File: config.mk
export PLATFORM = sky130hd
export DESIGN_NAME = mmb_ctrl
export DESIGN_NICKNAME = d
export VERILOG_FILES = /design/src/design/mmb_pkg.sv /design/src/design/mmb_ctrl.sv
export SDC_FILE = /design/constraint.sdc
export NUM_CORES = 1
export LEC_CHECK = 0
export ABC_AREA = 0
export BUFFER_PORTS_ARGS = -buffer_cell sky130_fd_sc_hd__buf_2
export CAP_MARGIN = 10
export CELL_PAD_IN_SITES_DETAIL_PLACEMENT = 1
export CELL_PAD_IN_SITES_GLOBAL_PLACEMENT = 2
export CORE_MARGIN = 2
export CORE_UTILIZATION = 19
export DETAILED_ROUTE_END_ITERATION = 16
export PLACE_DENSITY = 0.77
export SYNTH_ARGS = -nofsm -noshare
export SYNTH_HDL_FRONTEND = slang
export SYNTH_SLANG_ARGS = --single-unit
File: constraint.sdc
create_clock -name clk -period 1.45 [get_ports clk]
set_clock_uncertainty 0.05 [all_clocks]
set_input_delay 0.435 -clock clk [delete_from_list [all_inputs] [get_ports clk]]
set_output_delay 0.435 -clock clk [all_outputs]
set_load 0.1 [all_outputs]
File: src/design/mmb_pkg.sv
// Shared constants, types and register codes for the min/max bin one-hot encoder.
// No dependencies; mmb_ctrl, mmb_dp and the top level import this package.
`timescale 1ns / 1ps
package mmb_pkg;

  localparam int MAX_SAMPLES = 64;
  localparam int IDX_W       = $clog2(MAX_SAMPLES);
  localparam int CNT_W       = IDX_W + 1;
  localparam int SAMPLE_W    = 16;
  localparam int SCALE_W     = 16;
  localparam int DATA_W      = 32;
  localparam int ROW_W       = MAX_SAMPLES;
  localparam int NUM_W       = DATA_W + CNT_W;
  localparam int Q_W         = CNT_W;
  localparam int STEP_W      = $clog2(Q_W);
  localparam int CFG_IDX_W   = 1;
  localparam int CFG_DATA_W  = 16;

  localparam logic [CFG_IDX_W-1:0] CFG_SAMPLE_COUNT = 1'd0;
  localparam logic [CFG_IDX_W-1:0] CFG_SCALE_FACTOR = 1'd1;

  localparam logic [CNT_W-1:0]   SAMPLE_COUNT_RST = CNT_W'(50);
  localparam logic [SCALE_W-1:0] SCALE_FACTOR_RST = SCALE_W'(256);

  typedef struct packed {
    logic take;
    logic store;
    logic range_ld;
    logic diff;
    logic mul;
    logic div;
    logic row_wr;
    logic col_next;
    logic emit_sel;
    logic cap;
  } mmb_cmd_t;

  typedef struct packed {
    logic last_load;
    logic skip;
    logic div_last;
    logic bin_valid;
    logic last_col;
    logic out_fire;
    logic out_last;
  } mmb_status_t;

endpackage

File: src/design/mmb_ctrl.sv
// Controller state machine: sequences load, bin computation and row emit.
// Depends on mmb_pkg; drives mmb_dp through command and status structs.
`timescale 1ns / 1ps
module mmb_ctrl (
  input  logic                clk,
  input  logic                rst_n,
  input  logic                in_valid,
  output logic                in_stall,
  input  mmb_pkg::mmb_status_t status,
  output mmb_pkg::mmb_cmd_t    cmd
);
  import mmb_pkg::*;

  typedef enum logic [3:0] {
    S_IDLE,
    S_STORE,
    S_BRD,
    S_BDIFF,
    S_BMUL,
    S_BDIV,
    S_BRROW,
    S_BWROW,
    S_BNEXT,
    S_ERD,
    S_ECAP,
    S_EWAIT
  } state_t;

  state_t state_r;
  state_t state_nxt;

  always_comb begin
    state_nxt = state_r;
    case (state_r)
      S_IDLE:  if (in_valid) state_nxt = S_STORE;
      S_STORE: state_nxt = status.last_load ? S_BRD : S_IDLE;
      S_BRD:   state_nxt = S_BDIFF;
      S_BDIFF: state_nxt = status.skip ? S_BRROW : S_BMUL;
      S_BMUL:  state_nxt = S_BDIV;
      S_BDIV:  if (status.div_last) state_nxt = S_BRROW;
      S_BRROW: state_nxt = status.bin_valid ? S_BWROW : S_BNEXT;
      S_BWROW: state_nxt = S_BNEXT;
      S_BNEXT: state_nxt = status.last_col ? S_ERD : S_BRD;
      S_ERD:   state_nxt = S_ECAP;
      S_ECAP:  state_nxt = S_EWAIT;
      S_EWAIT: begin
        if (status.out_fire) begin
          state_nxt = status.out_last ? S_IDLE : S_ERD;
        end
      end
      default: state_nxt = S_IDLE;
    endcase
  end

  always_ff @(posedge clk) begin
    if (!rst_n) begin
      state_r <= S_IDLE;
    end else begin
      state_r <= state_nxt;
    end
  end

  always_comb begin
    cmd          = '0;
    cmd.take     = (state_r == S_IDLE) && in_valid;
    cmd.store    = (state_r == S_STORE);
    cmd.range_ld = (state_r == S_BRD);
    cmd.diff     = (state_r == S_BDIFF);
    cmd.mul      = (state_r == S_BMUL);
    cmd.div      = (state_r == S_BDIV);
    cmd.row_wr   = (state_r == S_BWROW);
    cmd.col_next = (state_r == S_BNEXT);
    cmd.emit_sel = (state_r == S_ERD) || (state_r == S_ECAP) || (state_r == S_EWAIT);
    cmd.cap      = (state_r == S_ECAP);
  end

  assign in_stall = (state_r != S_IDLE);

endmodule

**Yosys cells after proc, flatten, opt, wreduce, memory -nomap -nowiden**

Cells that the tools add are included.

- Register bits after elaboration: 4
- Input bits: 10
- Output and inout bits: 11
- Logic and storage cells: 30

- Equal/unequal tests: 14
- Muxes and demuxes: 9
- Reductions and logical operators: 6

Operators with widths:

| kind | count |
|---|---|
| $pmux 4 s12 | 1 |
| $mux 4 | 6 |
| $eq 4x3->1 const B | 4 |
| $eq 4x4->1 const B | 4 |
| $eq 4x2->1 const B | 2 |
| $ne 2x2->1 const B | 3 |
| $eq 4x1->1 const B | 1 |
| $logic_not 4->1 | 1 |
| $mux 2 | 2 |
| $reduce_bool 4->1 | 1 |
| $reduce_and 3->1 | 1 |
| $logic_or 1x1->1 | 2 |
| $logic_and 1x1->1 | 1 |

**Logic depth before layout (Yosys ltp)**

Gate-level depths: netlist of the first run.

- Depth in word-level cells: 3
- Mapped depth: 6
- Mapped depth without buffers: 5

**Least setup slack after synthesis of the first run**

Ideal clock, no wire load.

- Path type: register to output
- Start: register state_r[3]
- End: output port cmd[3] in the netlist's numbering
- Data arrival time: 2.704 ns
- Required time: 0.965 ns
- Slack: -1.739 ns
- Cell stages (with the launch flop): 4
- Path buffers: 1
- Path through: dfxtp_1 > buf_2 > nand2b_1 > nor3_1

RTL lines:

| element | line | RTL |
|---|---|---|
| start: declaration | mmb_ctrl.sv:29 | `state_t state_r;` |
| start signal: assignment | mmb_ctrl.sv:59 | `state_r <= state_nxt;` |
| end: declaration | mmb_ctrl.sv:10 | `output mmb_pkg::mmb_cmd_t cmd` |

==> metrics.csv, run 1 <==
metric;value;unit
min_path_type;input port to register;
antenna_cells;0;
cts_tree;done;
dp.final_hpwl;1459;um
wl_per_cell;15.43;um
netlist.area_leader.share;19.22;%
intPower;357.0;uW
p_comb_share;57.8;%
drt-initial-drc-count;8;
gp_congestion;0.7806;
syn_area;416.7;um2
drive_gt1_share;71.70;%
violations;setup timing;
tns;-4.974;ns
ir_drop;0.5517;mV
yosysWarningCount;0;
clockBufferDepth;2;
worstPathCellList;or4_4 -> nor2_4 -> buf_12;
track_usage;18.12;%
endpoint_kind;primary output;
worst_pin_slew;0.4065;ns
fin_crit_sh;133.0;%
pwr-share-seq;18.9;%
firstDrtPassIters;5;
fin_nets;118;
holdWs;0.4082;ns
yosysTopAreaCell;dfxtp_1;
grt_max_degree;12;
die_h;50.83;um
clock_latency;0.24;ns
synth_cell_types;29;
p_leak;0.4441;nW
fillers;238;
maxSlewViolCount;0;
period_minus_slack;1.929;ns
setup_viol;14;
largest_reg_flops;4;
drc_errors;0;
fmaxAchievable;518.5;MHz
finalWirelength;2052;um
antenna_found_initial;0;
switchingPower;274.1;uW
crit_type;register to primary output;
vias;663;
status;finished with violations;
grt_overflow;0;
crit_arrival;1.44;ns
worst_slack;-0.4787;ns
swShare;43.43;%
vias_per_cell;4.985;
power.total;631.2;uW
fin_util;52.78;%
die-area;2584;um2
grt_pass1_wl;3443;um
numPortBuffers;20;
io_pins;21;
clk_pin_slew_worst_paths;0.04;ns
clock_sinks;4;
initial_core_util;20.61;%
cp.required;0.97;ns
rows;16;
rsz0062_at_grt;yes;
power_density;591.4;nW/um2
cts_root_buf;clkbuf_4;
largestRegisters;state_r: 4 flops;
crit_path_top_delay_cell;or4_4;
yosysSeqAreaShare;19.22;%
antenna_left;0;
cp_max_fo;4;
syn_nets;73;
syn_avg_cell_area;6.613;um2
synthCells;63;
core-area;2022;um2
startpoint_type;register;
grt_pass1_vias;736;
die_w;50.83;um
synth_seq_cells;4;
cts_buffers;3;
hold_viol_final;0;
hold_buffers;0;
drv_cap;0;
clockPowerShare;23.4;%
syn_to_final_growth;156.2;%
htreeDepth;1;
netlist_top_cells_area;dfxtp_1 (19%), nor2_1 (8.1%), nor3_1 (7.2%), nand2_1 (7.2%), a21oi_1 (4.8%);
slew_headroom;72.90;%
crit_path_max_incr_delay;0.57;ns
top_register;state_r;
-- cell families (layout without fill, tap and decap cells) --
logic type	count (synthesis)	count (layout)	synth area share, %
and+or+nand+nor	32	32	39.64
DFF	4	4	19.22
AOI/OAI and AO/OA	17	17	28.23
buffers and inverters	9	52	10.51
muxes	1	1	2.402
-- Yosys cell counts, drive strengths merged --
cell type  instances
clkbuf             1
o21a               1
or3                1
o211a              1
inv                4
nor2               9
o31a               1
nor2b              1
mux2i              1
and3               1
or3b               1
or4                1
a222oi             1
nor3               7
dfxtp              4
o31ai              1
clkinv             1
nand3              1
o21ai              4
a21oi              5
nand2b             2
buf                3
a22oi              1
nand2              8
a22o               2
-- path summary, 6_finish.rpt --
kind	startpoint	end	slack [ns]	depth (start not counted)
worst max-delay path	state_r[1]$_SDFFE_PN0P_	cmd[9]	-0.48	3
worst min-delay path	rst_n	state_r[3]$_SDFFE_PN0P_	0.41	2
worst max register to register	state_r[1]$_SDFFE_PN0P_	state_r[0]$_SDFFE_PN0P_	-0.34	6
worst min register to register	state_r[3]$_SDFFE_PN0P_	state_r[2]$_SDFFE_PN0P_	0.56	2
-- through the flow --
stage / instance area [um2] / std cells / worst slack (ns)
after floorplan: 534.3 / 63 / -0.6184
after global placement: 945.9 / 124 / -0.2293
after detailed placement: 945.9 / 124 / -0.2986
after CTS: 1049 / 133 / -0.4760
after global routing: 1067 / 133 / -0.5214
final: 1067 / 133 / -0.4787
-- power groups by stage --
stage	logic, mW	clock network [mW]	registers, mW
6_report	0.365	0.148	0.119
5_1_grt	0.383	0.160	0.120
4_1_cts	0.359	0.142	0.121
2_1_floorplan	0.208	0	0.124
3_3_place_gp	0.329	0	0.124
3_5_place_dp	0.335	0	0.124
-- layout make-up --
cell class                 instances  area, um2  share of cell area [%]
timing repair buffer              44      469.2                   43.96
multi-input combinational         50      425.4                   39.86
sequential                         4      92.59                   8.675
tap                               27      33.78                   3.165
inverter                           5      23.77                   2.227
clock buffer                       3      22.52                   2.110
-- critical path: cells and delay by family (launching register included) --
kind	cells	cell delay, ns
buf+inv	1	0.18
flops	1	0.33
simple gates	2	0.69
-- placed cells by master (no fill, tap or decap), types with 2 or more instances in the layout --
master    synthesis  final
buf_6             1      3
inv_1             4      3
a22o_1            2      2
dfxtp_4           0      3
o21ai_0           3      3
nand2_1           8      8
nor2_4            0      4
nor3_4            0      4
buf_2             2      9
a21oi_1           4      3
clkbuf_4          0      3
buf_4             0     20
nor2_1            9      4
nand2b_4          0      2
a21oi_2           1      2
nor3_2            1      2
buf_12            0     12
-- metal layers --
layer | part of all wire [%] | global-route usage (%) | vias to the layer above | wire (um)
met2 | 55 | 35.31 | 29 | 1125
met1 | 38 | 19.28 | 318 | 786
met5 | 0 | 0 | - | 0
li1 | - | - | 309 | -
met4 | 2.7 | 8.559 | 0 | 55
met3 | 4.1 | 1.754 | 7 | 85
-- repair_timing --
| item | 4_1_cts | 5_1_grt |
|---|---|---|
| resized for setup | 13 | 5 |
| buffers inserted | 6 | 0 |
| setup endpoints to repair | 14 | 15 |
| pin swaps | 7 | 1 |
Power figures use the tool's default switching activity.
==> inputs of run 2 (changes only) <==
--- a/config.mk
+++ b/config.mk
@@ -6,14 +6,14 @@
 export NUM_CORES = 1
 export LEC_CHECK = 0
 export ABC_AREA = 0
-export BUFFER_PORTS_ARGS = -buffer_cell sky130_fd_sc_hd__buf_2
 export CAP_MARGIN = 10
 export CELL_PAD_IN_SITES_DETAIL_PLACEMENT = 1
 export CELL_PAD_IN_SITES_GLOBAL_PLACEMENT = 2
 export CORE_MARGIN = 2
-export CORE_UTILIZATION = 19
+export CORE_UTILIZATION = 25
 export DETAILED_ROUTE_END_ITERATION = 16
-export PLACE_DENSITY = 0.77
+export DONT_BUFFER_PORTS = 1
+export PLACE_DENSITY = 0.74
 export SYNTH_ARGS = -nofsm -noshare
 export SYNTH_HDL_FRONTEND = slang
 export SYNTH_SLANG_ARGS = --single-unit
==> run 2 against run 1 <==
Compared with the run above:
- the flow still finishes with violations (setup timing)
- total power shrank 4.6%
- design area shrank 10%
- global-route usage grew 4.1 points
- highest routed layer unchanged
==> metrics.csv, run 2 (same netlist as run 1, synthesis figures left out) <==
metric;value;unit
final_cells;110;
wl_per_cell;17.09;um
initial_core_util;27.03;%
violations;setup timing;
drv_cap;0;
cp_max_fo;4;
numPortBuffers;0;
worst_pin_slew;0.4557;ns
slew_headroom;69.62;%
grt_max_degree;12;
clock_latency;0.25;ns
clockBufferDepth;2;
clk_pin_slew_worst_paths;0.05;ns
fin_crit_sh;133.0;%
p_leak;0.4015;nW
endpoint_kind;primary output;
hold_viol_final;0;
rows;14;
fillers;171;
gp_congestion;0.8791;
drc_errors;0;
crit_type;register to primary output;
top_register;state_r;
drive_gt1_share;67.02;%
grt_pass1_vias;677;
core-area;1541;um2
period_minus_slack;1.929;ns
power_density;628.2;nW/um2
maxSlewViolCount;0;
crit_arrival;1.44;ns
cp.required;0.97;ns
fmaxAchievable;518.5;MHz
cts_buffers;3;
die-area;2009;um2
track_usage;22.20;%
htreeDepth;1;
die_w;44.83;um
clock_sinks;4;
startpoint_type;register;
antenna_cells;0;
io_pins;21;
grt_overflow;0;
largestRegisters;state_r: 4 flops;
vias_per_cell;5.382;
min_path_type;input port to register;
final_cell_mix;buf_4 (19), buf_12 (10), nand2_1 (7), nor2_1 (5);
cts_root_buf;clkbuf_4;
status;finished with violations;
die_h;44.83;um
vias;592;
syn_to_final_growth;130.0;%
multi_input_comb_area;421.7;um2
worst_slack;-0.4788;ns
finalWirelength;1880;um
dp.final_hpwl;1261;um
ir_drop;0.5165;mV
grt_pass1_wl;3174;um
largest_reg_flops;4;
setup_viol;14;
fin_nets;106;
antenna_found_initial;0;
dp_cells;100;
firstDrtPassIters;5;
seq_area;90.09;um2
rsz0062_at_grt;yes;
antenna_left;0;
final_common_cell;buf_4;
power.total;602.1;uW
drt-initial-drc-count;8;
cts_tree;done;
## run 2: changes by cell type in the layout (fill, tap and decap cells not counted), sizes merged
cell / before / now
buf: 44 / 32
## run 2: worst paths after layout
path                           startpoint                      end  slack (ns)  cells after the start
setup / recovery  state_r[3]$_SDFFE_PN0P_                   cmd[9]       -0.48                      3
hold / removal                      rst_n  state_r[3]$_SDFFE_PN0P_        0.25                      1
setup reg to reg  state_r[3]$_SDFFE_PN0P_  state_r[0]$_SDFFE_PN0P_       -0.32                      6
hold reg to reg   state_r[3]$_SDFFE_PN0P_  state_r[2]$_SDFFE_PN0P_        0.63                      2
## run 2: layout make-up
type / instances / area share [%]
multi-input combinational: 50 / 43.99
timing repair buffer: 32 / 39.69
sequential: 4 / 9.399
inverter: 5 / 2.480
clock buffer: 3 / 2.350
tap: 16 / 2.089
## run 2: where the power goes
part	total, mW	internal, mW	switching [mW]	leakage (nW)
sequential	0.123	0.115	0.00829	0.0349
combinational	0.318	0.122	0.196	0.353
clock	0.161	0.0941	0.0670	0.0138
## run 2: per-stage QoR
| stage | utilization, % | setup WS, ns | hold slack [ns] | TNS [ns] | cell area [um2] |
|---|---|---|---|---|---|
| after floorplan | - | -0.6184 | 0.4935 | -4.461 | 534.3 |
| after detailed placement | 53.98 | -0.3385 | 0.5110 | -3.016 | 832.0 |
| final | 62.18 | -0.4788 | 0.2524 | -4.835 | 958.4 |
| after global routing | 62.18 | -0.5064 | 0.2602 | -5.338 | 958.4 |
| after global placement | 53.98 | -0.2722 | 0.5004 | -2.452 | 832.0 |
| after CTS | 60.80 | -0.4620 | 0.2707 | -4.637 | 937.1 |
## run 2: what timing repair did
| action | CTS | global route |
|---|---|---|
| setup buffers | 6 | 1 |
| setup endpoints to repair | 14 | 14 |
| hold buffers | 0 | 0 |
| pin swaps | 5 | 3 |
| resized for setup | 13 | 4 |
## run 2: layer usage
layer  track usage, %  share of wire (%)
met1            22.85                 38
met2            41.45                 54
met3            4.800                5.7
met4            11.76                2.1
met5                0                  0
## run 2: worst max-delay path, cell delays in order, from the launching register on
cell     delay [ns]
dfxtp_2        0.33
or4_4          0.56
nor2_4         0.12
buf_12         0.18
